**config.mk**
```make
export PLATFORM = sky130hd
export DESIGN_NAME = owned_alarm_slot_table_unit
export DESIGN_NICKNAME = d
export VERILOG_FILES = /design/src/oast_pkg.sv /design/src/owned_alarm_slot_table_unit.sv
export SDC_FILE = /design/constraint.sdc
export NUM_CORES = 1
export LEC_CHECK = 0
export BUFFER_PORTS_ARGS = -buffer_cell sky130_fd_sc_hd__clkbuf_2
export CAP_MARGIN = 30
export CORE_AREA = 3 3 262 264
export DETAILED_ROUTE_END_ITERATION = 12
export DIE_AREA = 0 0 265 267
export PLACE_DENSITY = 0.68
export SLEW_MARGIN = 10
export SYNTH_ARGS = -nofsm -noshare
export SYNTH_HDL_FRONTEND = slang
export SYNTH_SLANG_ARGS = --single-unit
```
**constraint.sdc**
```tcl
create_clock -name i_clk -period 15.6 [get_ports i_clk]
set_input_delay 0.78 -clock i_clk [delete_from_list [all_inputs] [get_ports i_clk]]
set_output_delay 0.78 -clock i_clk [all_outputs]
set_load 0.02 [all_outputs]
```
**src/oast_pkg.sv**
```systemverilog
package oast_pkg;

    // table geometry
    localparam int NUM_SLOTS = 8;
    localparam int IDX_W     = (NUM_SLOTS > 1) ? $clog2(NUM_SLOTS) : 1;

    // field widths
    localparam int ACT_W   = 3;
    localparam int TIME_W  = 32;
    localparam int REG_W   = 24;
    localparam int TAG_W   = 8;
    localparam int ID_W    = 8;
    localparam int SLOT_W  = 7;
    localparam int CIDX_W  = 1;

    // action codes
    localparam logic [ACT_W-1:0] ACT_SET    = 3'd0;
    localparam logic [ACT_W-1:0] ACT_CANCEL = 3'd1;
    localparam logic [ACT_W-1:0] ACT_QUERY  = 3'd2;
    localparam logic [ACT_W-1:0] ACT_SCAN   = 3'd3;
    localparam logic [ACT_W-1:0] ACT_TAKE   = 3'd4;

    // configuration register indexes
    localparam logic [CIDX_W-1:0] CFG_MAX_DELAY   = 1'b0;
    localparam logic [CIDX_W-1:0] CFG_RECLAIM_AGE = 1'b1;

    // register reset values
    localparam logic [REG_W-1:0] MAX_DELAY_RST   = 24'd86400;
    localparam logic [REG_W-1:0] RECLAIM_AGE_RST = 24'd600;

    typedef enum logic [2:0] {
        S_IDLE,
        S_PREP,
        S_SET,
        S_LOOK,
        S_SCAN,
        S_EMIT,
        S_RESP
    } t_state;

endpackage

```
**src/owned_alarm_slot_table_unit.sv**
```systemverilog
// channel  | valid        | stall        | payload
// ---------+--------------+--------------+-----------------------------------------------
// input    | i_in_valid   | o_in_stall   | i_action i_now_seconds i_delay_seconds
//          |              |              | i_alarm_id i_owner_tag
// output   | o_out_valid  | i_out_stall  | o_ok o_slot_id o_seconds_left
//          |              |              | o_nearest_deadline o_last
// config   | i_cfg_we     | (none)       | i_cfg_index i_cfg_data
//
// set: clamp on acceptance, a deadline step, 1 to NUM_SLOTS slot visits, then hand off
// scan: NUM_SLOTS slot visits, then one result beat per fired slot (or one empty beat)
// cancel and query: one slot lookup then hand off; take event and unknown codes: hand off only
// the single slot read/write port and the one deadline compare unit set these step sequences
// synchronous active-low reset clears the slot table and event flag and loads the config registers' reset values
// o_in_stall is high after acceptance until the last result beat is loaded into the output
// register; a stalled output beat holds, and the sequencer waits behind it
module owned_alarm_slot_table_unit (
    input  logic                              i_clk,
    input  logic                              i_rst_n,
    // config
    input  logic                              i_cfg_we,
    input  logic [oast_pkg::CIDX_W-1:0]       i_cfg_index,
    input  logic [oast_pkg::REG_W-1:0]        i_cfg_data,
    // input channel
    input  logic                              i_in_valid,
    output logic                              o_in_stall,
    input  logic [oast_pkg::ACT_W-1:0]        i_action,
    input  logic [oast_pkg::TIME_W-1:0]       i_now_seconds,
    input  logic signed [oast_pkg::TIME_W-1:0] i_delay_seconds,
    input  logic [oast_pkg::ID_W-1:0]         i_alarm_id,
    input  logic [oast_pkg::TAG_W-1:0]        i_owner_tag,
    // output channel
    output logic                              o_out_valid,
    input  logic                              i_out_stall,
    output logic                              o_ok,
    output logic [oast_pkg::SLOT_W-1:0]       o_slot_id,
    output logic [oast_pkg::REG_W-1:0]        o_seconds_left,
    output logic [oast_pkg::TIME_W-1:0]       o_nearest_deadline,
    output logic                              o_last
);
    import oast_pkg::*;

    // configuration
    logic [REG_W-1:0]  r_max_delay;
    logic [REG_W-1:0]  r_reclaim;

    // slot table, one read/write port at r_idx
    logic              r_used  [NUM_SLOTS];
    logic              r_fired [NUM_SLOTS];
    logic [TIME_W-1:0] r_dl    [NUM_SLOTS];
    logic [TAG_W-1:0]  r_owner [NUM_SLOTS];
    logic              r_event, n_event;

    // sequencer
    t_state            r_state, n_state;
    logic [IDX_W-1:0]  r_idx, n_idx;
    logic [ACT_W-1:0]  r_act, n_act;
    logic [TIME_W-1:0] r_now, n_now;
    logic [TAG_W-1:0]  r_tag, n_tag;
    logic [REG_W-1:0]  r_delay, n_delay;
    logic              r_found, n_found;
    logic [TIME_W-1:0] r_acc, n_acc;     // set: deadline, scan: nearest pending deadline
    logic              r_have, n_have;
    logic [NUM_SLOTS-1:0] r_mask, n_mask; // slots fired by this scan

    // staged single result
    logic              r_res_ok, n_res_ok;
    logic [SLOT_W-1:0] r_res_id, n_res_id;
    logic [REG_W-1:0]  r_res_left, n_res_left;

    // output register
    logic              r_out_valid, n_out_valid;
    logic              r_out_ok, n_out_ok;
    logic [SLOT_W-1:0] r_out_id, n_out_id;
    logic [REG_W-1:0]  r_out_left, n_out_left;
    logic [TIME_W-1:0] r_out_near, n_out_near;
    logic              r_out_last, n_out_last;

    // slot write port
    logic              w_we;
    logic              w_wused;
    logic              w_wfired;
    logic [TIME_W-1:0] w_wdl;
    logic [TAG_W-1:0]  w_wown;

    // slot read and shared compare unit
    logic              w_used, w_fired;
    logic [TIME_W-1:0] w_dl;
    logic [TAG_W-1:0]  w_own;
    logic              w_accept, w_out_free, w_idx_end;
    logic [TIME_W-1:0] w_age, w_rem;
    logic              w_reclaim, w_due;
    logic [REG_W-1:0]  w_hi;
    logic [IDX_W-1:0]  w_id_m1;
    logic [TIME_W:0]   w_sum;
    logic [IDX_W-1:0]  w_low;
    logic [NUM_SLOTS-1:0] w_rest;
    logic              w_hit;

    assign w_used  = r_used[r_idx];
    assign w_fired = r_fired[r_idx];
    assign w_dl    = r_dl[r_idx];
    assign w_own   = r_owner[r_idx];

    assign o_in_stall = (r_state != S_IDLE);
    assign w_accept   = i_in_valid && !o_in_stall;
    assign w_out_free = !r_out_valid || !i_out_stall;
    assign w_idx_end  = (r_idx == IDX_W'(NUM_SLOTS - 1));

    assign w_age     = r_now - w_dl;
    assign w_rem     = w_dl - r_now;
    assign w_reclaim = w_used && w_fired && (r_now > w_dl) && (w_age > {8'd0, r_reclaim});
    assign w_due     = (w_dl <= r_now);
    assign w_hit     = r_found && w_used && (w_own == r_tag);

    assign w_hi    = (r_max_delay == '0) ? REG_W'(1) : r_max_delay;
    assign w_id_m1 = IDX_W'(i_alarm_id - ID_W'(1));
    assign w_sum   = {1'b0, r_now} + {{(TIME_W - REG_W + 1){1'b0}}, r_delay};

    // lowest fired slot still to report
    always_comb begin
        w_low = '0;
        for (int i = NUM_SLOTS - 1; i >= 0; i--) begin
            if (r_mask[i]) begin
                w_low = IDX_W'(i);
            end
        end
    end
    assign w_rest = r_mask & ~(NUM_SLOTS'(1) << w_low);

    always_comb begin
        n_state    = r_state;
        n_idx      = r_idx;
        n_act      = r_act;
        n_now      = r_now;
        n_tag      = r_tag;
        n_delay    = r_delay;
        n_found    = r_found;
        n_acc      = r_acc;
        n_have     = r_have;
        n_mask     = r_mask;
        n_event    = r_event;
        n_res_ok   = r_res_ok;
        n_res_id   = r_res_id;
        n_res_left = r_res_left;

        n_out_valid = r_out_valid && i_out_stall;
        n_out_ok    = r_out_ok;
        n_out_id    = r_out_id;
        n_out_left  = r_out_left;
        n_out_near  = r_out_near;
        n_out_last  = r_out_last;

        w_we     = 1'b0;
        w_wused  = 1'b0;
        w_wfired = 1'b0;
        w_wdl    = '0;
        w_wown   = '0;

        unique case (r_state)
            S_IDLE: begin
                if (w_accept) begin
                    n_act      = i_action;
                    n_now      = i_now_seconds;
                    n_tag      = i_owner_tag;
                    n_res_ok   = 1'b0;
                    n_res_id   = '0;
                    n_res_left = '0;
                    n_acc      = '0;
                    n_have     = 1'b0;
                    n_mask     = '0;
                    n_idx      = '0;
                    unique case (i_action)
                        ACT_SET: begin
                            // clamp to 1 .. max_delay (1 when max_delay is zero), negative and zero go to 1
                            if (i_delay_seconds[TIME_W-1] || i_delay_seconds == '0) begin
                                n_delay = REG_W'(1);
                            end else if (i_delay_seconds > $signed({8'd0, w_hi})) begin
                                n_delay = w_hi;
                            end else begin
                                n_delay = i_delay_seconds[REG_W-1:0];
                            end
                            n_state = S_PREP;
                        end
                        ACT_CANCEL, ACT_QUERY: begin
                            n_found = (i_alarm_id != '0) && (i_alarm_id <= ID_W'(NUM_SLOTS));
                            n_idx   = w_id_m1;
                            n_state = S_LOOK;
                        end
                        ACT_SCAN: begin
                            n_state = S_SCAN;
                        end
                        ACT_TAKE: begin
                            n_res_ok = r_event;
                            n_event  = 1'b0;
                            n_state  = S_RESP;
                        end
                        default: begin
                            n_state = S_RESP;
                        end
                    endcase
                end
            end
            S_PREP: begin
                // saturating deadline
                n_acc   = w_sum[TIME_W] ? {TIME_W{1'b1}} : w_sum[TIME_W-1:0];
                n_state = S_SET;
            end
            S_SET: begin
                if (!w_used || w_reclaim) begin
                    w_we     = 1'b1;
                    w_wused  = 1'b1;
                    w_wfired = 1'b0;
                    w_wdl    = r_acc;
                    w_wown   = r_tag;
                    n_res_ok = 1'b1;
                    n_res_id = SLOT_W'(r_idx) + SLOT_W'(1);
                    n_state  = S_RESP;
                end else if (w_idx_end) begin
                    n_state = S_RESP;
                end else begin
                    n_idx = r_idx + IDX_W'(1);
                end
            end
            S_LOOK: begin
                n_res_ok = w_hit;
                if (r_act == ACT_CANCEL) begin
                    if (w_hit) begin
                        w_we = 1'b1;
                    end
                end else if (w_hit && !w_fired && !w_due) begin
                    n_res_left = (|w_rem[TIME_W-1:REG_W]) ? {REG_W{1'b1}} : w_rem[REG_W-1:0];
                end
                n_state = S_RESP;
            end
            S_SCAN: begin
                if (w_used && !w_fired) begin
                    if (w_due) begin
                        w_we          = 1'b1;
                        w_wused       = 1'b1;
                        w_wfired      = 1'b1;
                        w_wdl         = w_dl;
                        w_wown        = w_own;
                        n_mask[r_idx] = 1'b1;
                    end else if (!r_have || w_dl < r_acc) begin
                        n_acc  = w_dl;
                        n_have = 1'b1;
                    end
                end
                if (w_idx_end) begin
                    if (n_mask != '0) begin
                        n_event = 1'b1;
                        n_state = S_EMIT;
                    end else begin
                        n_state = S_RESP;
                    end
                end else begin
                    n_idx = r_idx + IDX_W'(1);
                end
            end
            S_EMIT: begin
                if (w_out_free) begin
                    n_out_valid = 1'b1;
                    n_out_ok    = 1'b1;
                    n_out_id    = SLOT_W'(w_low) + SLOT_W'(1);
                    n_out_left  = '0;
                    n_out_near  = r_acc;
                    n_out_last  = (w_rest == '0);
                    n_mask      = w_rest;
                    if (w_rest == '0) begin
                        n_state = S_IDLE;
                    end
                end
            end
            S_RESP: begin
                if (w_out_free) begin
                    n_out_valid = 1'b1;
                    n_out_ok    = r_res_ok;
                    n_out_id    = r_res_id;
                    n_out_left  = r_res_left;
                    n_out_near  = (r_act == ACT_SCAN) ? r_acc : '0;
                    n_out_last  = 1'b1;
                    n_state     = S_IDLE;
                end
            end
            default: begin
                n_state = S_IDLE;
            end
        endcase
    end

    always_ff @(posedge i_clk) begin
        if (!i_rst_n) begin
            r_state     <= S_IDLE;
            r_out_valid <= 1'b0;
            r_event     <= 1'b0;
            r_max_delay <= MAX_DELAY_RST;
            r_reclaim   <= RECLAIM_AGE_RST;
            r_idx       <= '0;
            r_mask      <= '0;
            r_have      <= 1'b0;
            for (int i = 0; i < NUM_SLOTS; i++) begin
                r_used[i]  <= 1'b0;
                r_fired[i] <= 1'b0;
                r_dl[i]    <= '0;
                r_owner[i] <= '0;
            end
        end else begin
            r_state     <= n_state;
            r_out_valid <= n_out_valid;
            r_event     <= n_event;
            r_idx       <= n_idx;
            r_mask      <= n_mask;
            r_have      <= n_have;
            if (i_cfg_we) begin
                unique case (i_cfg_index)
                    CFG_MAX_DELAY:   r_max_delay <= i_cfg_data;
                    CFG_RECLAIM_AGE: r_reclaim   <= i_cfg_data;
                    default:         r_reclaim   <= r_reclaim;
                endcase
            end
            if (w_we) begin
                r_used[r_idx]  <= w_wused;
                r_fired[r_idx] <= w_wfired;
                r_dl[r_idx]    <= w_wdl;
                r_owner[r_idx] <= w_wown;
            end
        end
    end

    // payload, no reset needed
    always_ff @(posedge i_clk) begin
        r_act      <= n_act;
        r_now      <= n_now;
        r_tag      <= n_tag;
        r_delay    <= n_delay;
        r_found    <= n_found;
        r_acc      <= n_acc;
        r_res_ok   <= n_res_ok;
        r_res_id   <= n_res_id;
        r_res_left <= n_res_left;
        r_out_ok   <= n_out_ok;
        r_out_id   <= n_out_id;
        r_out_left <= n_out_left;
        r_out_near <= n_out_near;
        r_out_last <= n_out_last;
    end

    assign o_out_valid        = r_out_valid;
    assign o_ok               = r_out_ok;
    assign o_slot_id          = r_out_id;
    assign o_seconds_left     = r_out_left;
    assign o_nearest_deadline = r_out_near;
    assign o_last             = r_out_last;

    // an accepted beat keeps the sequencer busy on the next cycle
    a_busy_after_accept: assert property (@(posedge i_clk) disable iff (!i_rst_n)
        w_accept |=> o_in_stall)
        else $error("input not stalled after acceptance");

    // emission only ever walks a non-empty fired set
    a_emit_nonempty: assert property (@(posedge i_clk) disable iff (!i_rst_n)
        (r_state == S_EMIT) |-> (r_mask != '0))
        else $error("emit state with no fired slot");

    // the event flag is raised only at the end of a scan
    a_event_from_scan: assert property (@(posedge i_clk) disable iff (!i_rst_n)
        $rose(r_event) |-> ($past(r_state) == S_SCAN))
        else $error("event flag raised outside scan");

    // a beat naming a slot always reports success
    a_id_implies_ok: assert property (@(posedge i_clk) disable iff (!i_rst_n)
        (o_out_valid && (o_slot_id != '0)) |-> o_ok)
        else $error("slot id without ok");

endmodule

```
==> summary.md <==
| Metric | Value |
|---|---|
| Layout Utilization | `a little under three fifths` |
| Post-synth EDFFs | `between 500 and 600` |
| GR Util met1 | `about two fifths` |
| Root Driver | `clkbuf_16` |
| Final period util | `between 50% and 60%` |
| GRT overflow | `0` |
| Antenna Cells | `0` |
| Worst Setup End Kind | `register` |
| Starting Density | `50.8%` |
| Status | `complete, no violations` |
| Worst EP arrival | `a little under 10 ns` |
| Post-DP HPWL | `71600 um` |
| Max-slew headroom | `between 30 and 40%` |
| Total negative setup slack | `0 ns` |
| WL final | `105000 um` |
| CTS Buffer Depth | `3` |
| Slowest-stage cell, CP | `buf_4` |
| Fmax achieved | `approximately 110 MHz` |
| Gr busiest metal | `met2` |
| P_leak | `approximately 0.014 uW` |
| P&R area growth vs syn | `12.0%` |
| Global-route usage over all layers | `a little under 30%` |
| Mean post-synth cell area | `11.4 um^2` |
| RSZ-0062 raised after global routing | `no` |
| GP Congestion | `roughly 0.97` |
| Number of global-route vias before repair | `25600` |
| Initial drt markers | `2796` |
| Min Tclk post-route | `approximately 9.4 ns` |
| PnR Total Power | `approximately 5600 uW` |
| Port Buf Inserts | `176` |
| TritonCTS clock tree | `built` |
| PD cells | `146 nW/um^2` |
| Initial antenna violation count | `1` |
| Worst Path Max Fanout | `38` |
| Setup repair bufs after CTS | `0` |
| Ys Warns | `0` |
| Critical path required time | `15.91 ns` |
| Final Slew Violations | `0` |
| First-pass GRT wire length | `between 150000 and 200000 um` |
| DR pass1 iterations | `6` |
| Row cnt | `95` |
| Num Clock Sinks | `approximately 600` |
| Clock transition at path regs | `around 0.060 ns` |
| Met2 Use GR | `about half` |
| Post-CTS Resized | `0` |
| Synth Flop Type | `edfxtp_1` |
| Cell variety after synth | `79` |
| Synth Cell Area | `between 30000 and 40000 um^2` |
| Syn Inst Count | `roughly 3000` |
| Final ANT Viol Nets | `0` |
| Max-cap violations | `0` |
| Proportion of layout cells with a drive suffix above 1 | `about 16%` |
| Hold crit path type | `input pin to register` |
| Cell seen most often among critical-path stages | `buf_4` |
| Setup-failing EPs final | `0` |
| Clock skew | `approximately 0.025 ns` |
| H-tree depth | `3` |
| Wire length per cell | `around 27 um` |
| Vias | `25560` |
| Worst-margin pin slew | `1.02 ns` |
| # hold bufs at CTS | `0` |
| Register bit total from synthesis | `slightly below 600` |
| Fillers | `5555` |
| Die footprint | `70800 um^2` |
| Largest net degree at the start of global routing | `93` |
| Peak supply drop | `0.0711 mV` |
| Worst-skew pair later-pin latency | `approximately 0.6 ns` |
| Critical Path Start Type | `register` |
| Max stage delay on crit path | `between 0.7 and 0.8 ns` |
| CTS Buf Count | `66` |
| Area of the core | `~67000 um^2` |
| Ys async rst share | `0%` |
| Number of vias per cell | `6.43` |
| Die Wd | `265 um` |
| Final hold vios | `0` |
| Setup CP Type | `register to register` |
| Grt met3 use | `4.88%` |
| DRC viols | `0` |
| Layout net count | `3345` |
| Io pins | `180` |
| Register area share after synthesis | `between 50% and 60%` |
| Die height | `roughly 270 um` |
[metrics by stage]
stage               setup WS [ns]  cells  hold WS [ns]  instance area (um^2)
floorplan                    6.55   2986         0.428                 34000
global placement             5.96   3848         0.449                 35800
detailed placement           5.87   3853         0.457                 35800
CTS                          5.83   3973         0.313                 38000
global route                 5.67   3976         0.326                 38000
finish                       6.25   3976         0.343                 38000
[cell usage in the layout, fill, tap and decap left out, drive strengths merged, types with 9 or more instances in the layout]
cell and n:
xnor2 52, and3 13, o31ai 9, nor3 25, mux2i 74, o21a 14, mux4 84, nor4 26
a21boi 54, nand3 53, a21o 64, o211ai 23, o22ai 10, buf 87, nor2 119, o221ai 9
xor2 32, o21bai 13, nor2b 24, clkbuf 254, clkinv 25, nand2 199, nand2b 19, or3 11
or2 16, nand4 35, and2 42, ha 178, inv 190, a21oi 189, a211oi 10, edfxtp 511
o21ai 119, dfxtp 84, a31oi 21, o2bb2ai 321
[layout make-up]
cell class / count / area [um^2] / share of cell area [%]
Clock buffer: 79 / 1750 / 4.61
Clock inverter: 41 / 407 / 1.07
Inverter: 184 / 691 / 1.82
Multi-Input combinational cell: 1942 / 15500 / 40.7
Sequential cell: 595 / 17000 / 44.8
Tap cell: 873 / 1090 / 2.87
Timing Repair Buffer: 262 / 1580 / 4.16
[final timing paths]
check        depth (start not counted)            end         startpoint  slack, ns
max                                 28    r_dl[0][23]           register       6.25
min                                  1      r_now[13]  i_now_seconds[13]       0.34
max reg2reg                         28    r_dl[0][23]           register       6.25
min reg2reg                          2  r_reclaim[15]      r_reclaim[15]       0.47
[worst max-delay path: cells and delay by family, from the launching register on]
family                     cells  cell delay [ns]
and+or+nand+nor                7             1.79
muxes                          2             0.80
xor gates and xnor gates       1             0.14
buffers and inverters          6             2.07
adders and majority gates      2             0.76
AOI/OAI and AO/OA             10             2.64
DFF                            1             0.72
[sequential cells by signal, indices dropped and copies added, names as in the netlist, 3 cells and up, named ones only]
register            cells
r_dl                  256
r_owner                64
o_nearest_deadline     32
r_acc                  32
r_now                  32
o_seconds_left         24
r_delay                24
r_max_delay            24
r_reclaim              24
r_res_left             24
r_fired                 8
r_mask                  8
r_tag                   8
r_used                  8
o_slot_id               4
r_res_id                4
r_act                   3
r_idx                   3
r_state                 3
[per-layer routing]
metal / up-vias / wire length [um]
met5: - / 0
met4: 0 / 3850
met3: 235 / 9120
met2: 1311 / 50500
met1: 12532 / 41900
li1: 11482 / -
[Yosys cell counts (10+ instances only)]
cell	number	area share (%)
nor2_1	119	1.3
xor2_1	32	0.83
dfxtp_1	84	5.0
and3_1	13	0.24
a31oi_1	21	0.39
or2_1	10	0.18
buf_2	33	0.49
inv_1	182	2.0
mux4_2	84	5.6
nand2_1	199	2.2
nor2b_1	24	0.44
o211ai_1	22	0.49
nor3_1	25	0.37
a21o_1	64	1.4
o21ai_0	98	1.4
o21ai_1	21	0.31
clkbuf_1	198	2.2
xnor2_1	52	1.3
o22ai_1	10	0.18
ha_1	178	6.6
buf_1	29	0.32
nor4_1	25	0.46
or3_1	11	0.20
mux2i_1	73	2.2
and2_1	42	0.77
nand4_1	35	0.64
a21oi_1	189	2.8
a21boi_0	52	1.1
o21bai_1	13	0.29
edfxtp_1	511	45
o21a_1	14	0.31
o2bb2ai_1	321	8.3
nand2b_1	19	0.35
nand3_1	53	0.78
[cell families after synthesis]
kind of cell | count (synthesis) | share of synthesized area [%]
buffers and inverters | 449 | 5.16
muxes | 160 | 7.83
AOI/OAI and AO/OA | 918 | 19.5
other | 1 | 0.0110
and+or+nand+nor | 596 | 8.44
adders and majority gates | 181 | 6.74
DFF | 595 | 50.2
xor gates and xnor gates | 84 | 2.17
[power by group]
| part | switching (uW) | total [uW] | internal [uW] |
|---|---|---|---|
| Combinational | 1220 | 1890 | 671 |
| Sequential | 171 | 2090 | 1920 |
| Clock | 661 | 1570 | 911 |
No activity file was read; power rests on OpenSTA's default activity.
